==> src/sbsh_pkg.sv <==
// ----------------------------------------------------------------------------
// sbsh_pkg
// shared types, round constants and sigma functions for the sha-256 hasher
// ----------------------------------------------------------------------------
package sbsh_pkg;

  typedef logic [31:0]       word_t;
  typedef logic [7:0][31:0]  wv_t;
  typedef logic [15:0][31:0] sched_t;

  localparam wv_t INIT_H = {
    32'h5be0cd19, 32'h1f83d9ab, 32'h9b05688c, 32'h510e527f,
    32'ha54ff53a, 32'h3c6ef372, 32'hbb67ae85, 32'h6a09e667
  };

  localparam word_t ROUND_K [64] = '{
    32'h428a2f98, 32'h71374491, 32'hb5c0fbcf, 32'he9b5dba5,
    32'h3956c25b, 32'h59f111f1, 32'h923f82a4, 32'hab1c5ed5,
    32'hd807aa98, 32'h12835b01, 32'h243185be, 32'h550c7dc3,
    32'h72be5d74, 32'h80deb1fe, 32'h9bdc06a7, 32'hc19bf174,
    32'he49b69c1, 32'hefbe4786, 32'h0fc19dc6, 32'h240ca1cc,
    32'h2de92c6f, 32'h4a7484aa, 32'h5cb0a9dc, 32'h76f988da,
    32'h983e5152, 32'ha831c66d, 32'hb00327c8, 32'hbf597fc7,
    32'hc6e00bf3, 32'hd5a79147, 32'h06ca6351, 32'h14292967,
    32'h27b70a85, 32'h2e1b2138, 32'h4d2c6dfc, 32'h53380d13,
    32'h650a7354, 32'h766a0abb, 32'h81c2c92e, 32'h92722c85,
    32'ha2bfe8a1, 32'ha81a664b, 32'hc24b8b70, 32'hc76c51a3,
    32'hd192e819, 32'hd6990624, 32'hf40e3585, 32'h106aa070,
    32'h19a4c116, 32'h1e376c08, 32'h2748774c, 32'h34b0bcb5,
    32'h391c0cb3, 32'h4ed8aa4a, 32'h5b9cca4f, 32'h682e6ff3,
    32'h748f82ee, 32'h78a5636f, 32'h84c87814, 32'h8cc70208,
    32'h90befffa, 32'ha4506ceb, 32'hbef9a3f7, 32'hc67178f2
  };

  localparam logic [7:0] PAD_BYTE  = 8'h80;
  localparam logic [5:0] LAST_REST = 6'd55;

  function automatic word_t ror32(input word_t x, input int n);
    ror32 = (x >> n) | (x << (32 - n));
  endfunction

  function automatic word_t big_sigma0(input word_t x);
    big_sigma0 = ror32(x, 2) ^ ror32(x, 13) ^ ror32(x, 22);
  endfunction

  function automatic word_t big_sigma1(input word_t x);
    big_sigma1 = ror32(x, 6) ^ ror32(x, 11) ^ ror32(x, 25);
  endfunction

  function automatic word_t small_sigma0(input word_t x);
    small_sigma0 = ror32(x, 7) ^ ror32(x, 18) ^ (x >> 3);
  endfunction

  function automatic word_t small_sigma1(input word_t x);
    small_sigma1 = ror32(x, 17) ^ ror32(x, 19) ^ (x >> 10);
  endfunction

endpackage

==> src/sbsh_round.sv <==
// ----------------------------------------------------------------------------
// sbsh_round
// one sha-256 round with the rolling message schedule step
// ----------------------------------------------------------------------------
module sbsh_round import sbsh_pkg::*; (
  input  wv_t   wv_i,
  input  word_t w0_i,
  input  word_t w1_i,
  input  word_t w9_i,
  input  word_t w14_i,
  input  word_t k_i,
  input  logic  sched_en_i,
  output wv_t   wv_o,
  output word_t wt_o
);

  word_t wt;
  word_t ch;
  word_t maj;
  word_t t1;
  word_t t2;

  always_comb begin
    // past round 15 the schedule word is expanded from the taps
    if (sched_en_i) begin
      wt = w0_i + small_sigma0(w1_i) + w9_i + small_sigma1(w14_i);
    end else begin
      wt = w0_i;
    end
    ch  = (wv_i[4] & wv_i[5]) ^ (~wv_i[4] & wv_i[6]);
    maj = (wv_i[0] & wv_i[1]) ^ (wv_i[0] & wv_i[2]) ^ (wv_i[1] & wv_i[2]);
    t1  = wv_i[7] + big_sigma1(wv_i[4]) + ch + k_i + wt;
    t2  = big_sigma0(wv_i[0]) + maj;
    wv_o[7] = wv_i[6];
    wv_o[6] = wv_i[5];
    wv_o[5] = wv_i[4];
    wv_o[4] = wv_i[3] + t1;
    wv_o[3] = wv_i[2];
    wv_o[2] = wv_i[1];
    wv_o[1] = wv_i[0];
    wv_o[0] = t1 + t2;
    wt_o    = wt;
  end

endmodule

==> src/sha256_byte_stream_hasher_top.sv <==
// ----------------------------------------------------------------------------
// sha256_byte_stream_hasher_top
// sha-256 over a byte stream, digest out as eight 32-bit words
// ----------------------------------------------------------------------------
// A byte transaction is taken only while the hasher is idle. The byte that
// fills a 64-byte block holds the input off while the single round unit runs
// 64 rounds, one per cycle, and then adds the result into the hash words. A
// final transaction pads and compresses one final block, or two when fewer
// than nine bytes remain free in the block, then presents the eight digest
// words, one per cycle when the output is not stalled. After word 7 the hash
// returns to its initial values.
module sha256_byte_stream_hasher_top import sbsh_pkg::*; (
  input  logic        clk,
  input  logic        rst_n,
  input  logic        in_valid,
  output logic        in_stall,
  input  logic [7:0]  in_data_byte,
  input  logic        in_byte_present,
  input  logic        in_message_end,
  output logic        out_valid,
  input  logic        out_stall,
  output logic [31:0] out_digest_word,
  output logic [2:0]  out_word_index,
  output logic        out_digest_done
);

  localparam logic [2:0] ST_IDLE   = 3'd0;
  localparam logic [2:0] ST_ROUND  = 3'd1;
  localparam logic [2:0] ST_UPDATE = 3'd2;
  localparam logic [2:0] ST_PAD    = 3'd3;
  localparam logic [2:0] ST_LEN    = 3'd4;
  localparam logic [2:0] ST_OUT    = 3'd5;

  localparam logic [1:0] PH_NORMAL = 2'd0;
  localparam logic [1:0] PH_TO_PAD = 2'd1;
  localparam logic [1:0] PH_TO_LEN = 2'd2;
  localparam logic [1:0] PH_DIGEST = 2'd3;

  logic [2:0]  state_r, state_nxt;
  logic [1:0]  phase_r, phase_nxt;
  logic [5:0]  round_r, round_nxt;
  logic [2:0]  idx_r, idx_nxt;
  logic [60:0] count_r, count_nxt;
  wv_t         hash_r, hash_nxt;
  wv_t         wv_r, wv_nxt;
  sched_t      w_r, w_nxt;

  wv_t         wv_round;
  word_t       wt_round;
  logic        in_take;
  logic        out_take;
  logic [63:0] bit_len;
  logic [5:0]  rest;
  logic [5:0]  pos;

  sbsh_round u_round (
    .wv_i       (wv_r),
    .w0_i       (w_r[0]),
    .w1_i       (w_r[1]),
    .w9_i       (w_r[9]),
    .w14_i      (w_r[14]),
    .k_i        (ROUND_K[round_r]),
    .sched_en_i (round_r[5] | round_r[4]),
    .wv_o       (wv_round),
    .wt_o       (wt_round)
  );

  assign in_stall        = (state_r != ST_IDLE);
  assign in_take         = in_valid && !in_stall;
  assign out_valid       = (state_r == ST_OUT);
  assign out_take        = out_valid && !out_stall;
  assign out_digest_word = hash_r[0];
  assign out_word_index  = idx_r;
  assign out_digest_done = (idx_r == 3'd7);
  assign bit_len         = {count_r, 3'b000};
  assign rest            = count_r[5:0];

  always_comb begin
    state_nxt = state_r;
    phase_nxt = phase_r;
    round_nxt = round_r;
    idx_nxt   = idx_r;
    count_nxt = count_r;
    hash_nxt  = hash_r;
    wv_nxt    = wv_r;
    w_nxt     = w_r;
    pos       = '0;
    unique case (state_r)
      ST_IDLE: begin
        if (in_take) begin
          if (in_byte_present) begin
            for (int j = 0; j < 16; j++) begin
              for (int b = 0; b < 4; b++) begin
                if (count_r[5:2] == 4'(j) && count_r[1:0] == 2'(b)) begin
                  w_nxt[j][31-8*b -: 8] = in_data_byte;
                end
              end
            end
            count_nxt = count_r + 61'd1;
            if (count_r[5:0] == 6'h3f) begin
              // block full: compress, then finish if this was the last byte
              wv_nxt    = hash_r;
              round_nxt = '0;
              phase_nxt = in_message_end ? PH_TO_PAD : PH_NORMAL;
              state_nxt = ST_ROUND;
            end else if (in_message_end) begin
              state_nxt = ST_PAD;
            end
          end else if (in_message_end) begin
            state_nxt = ST_PAD;
          end
        end
      end
      ST_ROUND: begin
        wv_nxt    = wv_round;
        w_nxt     = {wt_round, w_r[15:1]};
        round_nxt = round_r + 6'd1;
        if (round_r == 6'd63) begin
          state_nxt = ST_UPDATE;
        end
      end
      ST_UPDATE: begin
        for (int j = 0; j < 8; j++) begin
          hash_nxt[j] = hash_r[j] + wv_r[j];
        end
        unique case (phase_r)
          PH_NORMAL: state_nxt = ST_IDLE;
          PH_TO_PAD: state_nxt = ST_PAD;
          PH_TO_LEN: state_nxt = ST_LEN;
          PH_DIGEST: begin
            idx_nxt   = '0;
            state_nxt = ST_OUT;
          end
          default:   state_nxt = ST_IDLE;
        endcase
      end
      ST_PAD: begin
        for (int j = 0; j < 16; j++) begin
          for (int b = 0; b < 4; b++) begin
            pos = 6'(4 * j + b);
            if (pos == rest) begin
              w_nxt[j][31-8*b -: 8] = PAD_BYTE;
            end else if (pos > rest) begin
              w_nxt[j][31-8*b -: 8] = 8'h00;
            end
          end
        end
        wv_nxt    = hash_r;
        round_nxt = '0;
        state_nxt = ST_ROUND;
        if (rest <= LAST_REST) begin
          w_nxt[14] = bit_len[63:32];
          w_nxt[15] = bit_len[31:0];
          phase_nxt = PH_DIGEST;
        end else begin
          // no room for the length: it goes in a block of its own
          phase_nxt = PH_TO_LEN;
        end
      end
      ST_LEN: begin
        w_nxt      = '0;
        w_nxt[14]  = bit_len[63:32];
        w_nxt[15]  = bit_len[31:0];
        wv_nxt     = hash_r;
        round_nxt  = '0;
        phase_nxt  = PH_DIGEST;
        state_nxt  = ST_ROUND;
      end
      ST_OUT: begin
        if (out_take) begin
          hash_nxt = {hash_r[0], hash_r[7:1]};
          idx_nxt  = idx_r + 3'd1;
          if (idx_r == 3'd7) begin
            hash_nxt  = INIT_H;
            count_nxt = '0;
            state_nxt = ST_IDLE;
          end
        end
      end
      default: state_nxt = ST_IDLE;
    endcase
  end

  always_ff @(posedge clk) begin
    if (!rst_n) begin
      state_r <= ST_IDLE;
      phase_r <= PH_NORMAL;
      round_r <= '0;
      idx_r   <= '0;
      count_r <= '0;
      hash_r  <= INIT_H;
    end else begin
      state_r <= state_nxt;
      phase_r <= phase_nxt;
      round_r <= round_nxt;
      idx_r   <= idx_nxt;
      count_r <= count_nxt;
      hash_r  <= hash_nxt;
    end
  end

  always_ff @(posedge clk) begin
    wv_r <= wv_nxt;
    w_r  <= w_nxt;
  end

endmodule

==> config.mk <==
export PLATFORM = sky130hd
export DESIGN_NAME = sha256_byte_stream_hasher_top
export DESIGN_NICKNAME = d
export VERILOG_FILES = /design/src/sbsh_pkg.sv /design/src/sbsh_round.sv /design/src/sha256_byte_stream_hasher_top.sv
export SDC_FILE = /design/constraint.sdc
export NUM_CORES = 2
export LEC_CHECK = 0
export BUFFER_PORTS_ARGS = -buffer_cell sky130_fd_sc_hd__buf_2
export CAP_MARGIN = 20
export CORE_MARGIN = 2
export CORE_UTILIZATION = 45
export DETAILED_ROUTE_END_ITERATION = 8
export PLACE_DENSITY = 0.6
export RECOVER_POWER = 25
export SYNTH_ARGS = -nofsm -noshare
export SYNTH_HDL_FRONTEND = slang
export SYNTH_SLANG_ARGS = --single-unit
==> constraint.sdc <==
create_clock -name clk -period 12.5 [get_ports clk]
set_clock_uncertainty 0.1 [all_clocks]
set_input_delay 1.875 -clock clk [delete_from_list [all_inputs] [get_ports clk]]
set_output_delay 1.875 -clock clk [all_outputs]
set_load 0.005 [all_outputs]
==> results.toml <==
[run_status]
outcome = "finished, violations left"
violations = "max-capacitance violations, max-slew violations"

[logic_synthesis]
synth_commonest_cells = "nand2_1, edfxtp_1, nor2_1"
ys_types = 106
yosysSeqAreaShare_pct = 39.58
yosys.area.top_type = "edfxtp_1"
yosysMostFrequentCell = "nand2_1"
synthTopCellsByArea = "edfxtp_1, dfxtp_1, ha_1"
synth.cell_area_sq_um = 75010
synth-edff-count = 768
yosysWarningCount = 0
syn-num-nets = 8748
synth_top_area_share_pct = 30.74
synth_seq_cells = 1099
async_flop_share_pct = 0
syn_avg_cell_area_sq_um = 9.233
synthCells = 8124
synthFlopType = "edfxtp_1"

[route]
via_count = 63270
dr.pass1.iters = 6
drtIter0Drc = 7386
routedWlPerCell_um = 27.84
ant_nets = 0
drt_wl_total_mm = 283.1
avgViaCountPerCell = 6.221
drc = 0

[placed_design]
io_buffers = 51
dp_hpwl_mm = 204.4
gp_congestion = 1.006

[cts]
ctsHoldBuffers = 0
cts_max_path_buffers = 3
cts.clk_slew.worst_paths_ps = 60
insertion_delay_ps = 850
cts_tree = "yes"
post_cts_buffers = 0
numCtsBuffers = 133
cts_max_level = 4
cts.sinks = 1099
cts-resized-gates = 0
cts_root_buf = "clkbuf_16"

[grt]
grt_pass1_vias = 60540
grt_usage_pct = 32.88
grt_first_pass_wirelength_mm = 413.9
grt_antenna_before_repair = 7
grt_overflow = 0
grt_max_degree = 227

[floorplanning]
ioPinCount = 52
start_util_pct = 45.41
num_rows = 149
die_w_um = 412.3
coreArea_sq_um = 165200
die_h_um = 412.3
dieArea_sq_um = 170000

[critical_path]
startpoint = "rst_n"
cp.required_ps = 13100
rr_worst_depth = 43
path_max_fanout = 63
rr_startpoint = "w_r[468]"
worst-setup-path-type = "primary input to flop"
crit_path_cell_trace = "clkbuf_1, clkbuf_1, clkinvlp_2, buf_4, a211o_1"
critPathMaxStageDelay_ps = 3400
end_kind = "flop"
crit_path_top_delay_cell = "clkinvlp_2"
critPathArrivalTime_ps = 12130
path_common_cell = "clkbuf_1"
cp-start-kind = "primary input"

[sta]
rsz0062_at_grt = "no"
setup_viol = 0
hold_viol_final = 0
period_needed_ps = 11530
fmax_mhz = 86.72
fin_tns_setup_ps = 0
whs_ps = 404.6
worst_slew_pin_slew_ps = 9057
slew_violations = 611
fin_crit_sh_pct = 92.26
relSlewSlack_pct = -503.8

[worst_hold_path]
hold_class = "flop to flop"
hold_path_startpoint = "w_r[353]"
hold_path_depth = 2

[layout]
fin_nets = 8498
drive_above_1_share_pct = 5.803
syn2layout_area_growth_pct = 8.382

[flow_run]
cap_violations = 10
==> per-stage QoR <==
step / worst slack (ps) / area, sq um / cells / utilization, %
5_1_grt: 567.5 / 81290 / 10170 / 49.21
3_3_place_gp: 1201 / 76960 / 9922 / 46.59
6_report: 968.0 / 81300 / 10170 / 49.22
4_1_cts: 1132 / 81390 / 10160 / 49.27
3_5_place_dp: 1223 / 77000 / 9925 / 46.62
2_1_floorplan: 2856 / 75010 / 8124 / -
==> worst max-delay path: cells and delay by family <==
family	cells	cell delay, ps
buffers and inverters	4	9710
AO/OA/AOI/OAI	1	370
==> path summary, 6_finish.rpt <==
kind	endpoint	slack, ps
worst max-delay path	hash_r[174]	970
worst min-delay path	w_r[321]	400
worst max register to register	wv_r[31]	1090
worst min register to register	w_r[321]	400
==> cells by family (layout without fill, tap and decap cells) <==
family / Yosys count / count (layout) / share of synthesized area (%)
AOI/OAI and AO/OA: 2285 / 2285 / 20.59
xor gates and xnor gates: 617 / 617 / 7.242
adders and majority gates: 639 / 639 / 12.53
buffers and inverters: 928 / 782 / 4.821
DFF: 1099 / 1099 / 39.58
muxes: 61 / 61 / 0.9207
other: 0 / 4 / 0
and+or+nand+nor: 2495 / 2495 / 14.31
==> flip-flops by register name, summed over array words and instances (netlist names) <==
signal and flops:
phase_r 2, hash_r 224, count_r 61, state_r 3, wv_r 256, out_digest_word 32
round_r 6, w_r 512, out_word_index 3
==> placed cells by master (no fill, tap or decap), types with 20 or more instances in the layout <==
cell type	instances
nand2_1	1288
edfxtp_1	768
nor2_1	544
a21oi_1	483
a21o_1	448
o21ai_0	443
ha_1	412
xnor2_1	410
inv_1	359
dfxtp_1	327
xor2_1	204
fa_1	197
nor3_1	154
nand3_1	142
clkbuf_16	134
a221o_1	109
buf_4	103
a211oi_1	78
o21ai_1	68
o211ai_1	64
a221oi_1	62
and3_1	61
o21a_1	61
nand2b_1	56
clkbuf_1	56
o221ai_1	55
a31oi_1	54
mux2i_1	51
nor2b_1	48
buf_2	48
o21bai_1	44
nand4_1	37
a311oi_1	36
o311ai_0	36
or3_1	34
maj3_1	29
o31ai_1	26
a22oi_1	24
a211o_1	21
and2_1	20
==> final cells by class <==
class / count / area (sq um)
diodes: 4 / 10.01
clock buffers: 178 / 3608
clock inverters: 61 / 782.0
fillers: 15560 / 83880
inverters: 367 / 1394
multi-input cells: 6097 / 41900
flip-flops and latches: 1099 / 29700
well taps: 2189 / 2739
repair buffers: 176 / 1170
==> metal layers <==
layer / track usage [%] / vias to the layer above / part of all wire [%] / routed length (um)
met5: 0 / - / 0.015 / 43
met4: 19.15 / 6 / 6.7 / 18830
met3: 5.500 / 636 / 8.1 / 22820
met2: 51.00 / 3000 / 45 / 126200
met1: 43.32 / 31070 / 41 / 115200
li1: - / 28560 / - / -
Power is not shown: default switching activity piles up to over one toggle a cycle in this logic, so the estimate is an artifact.
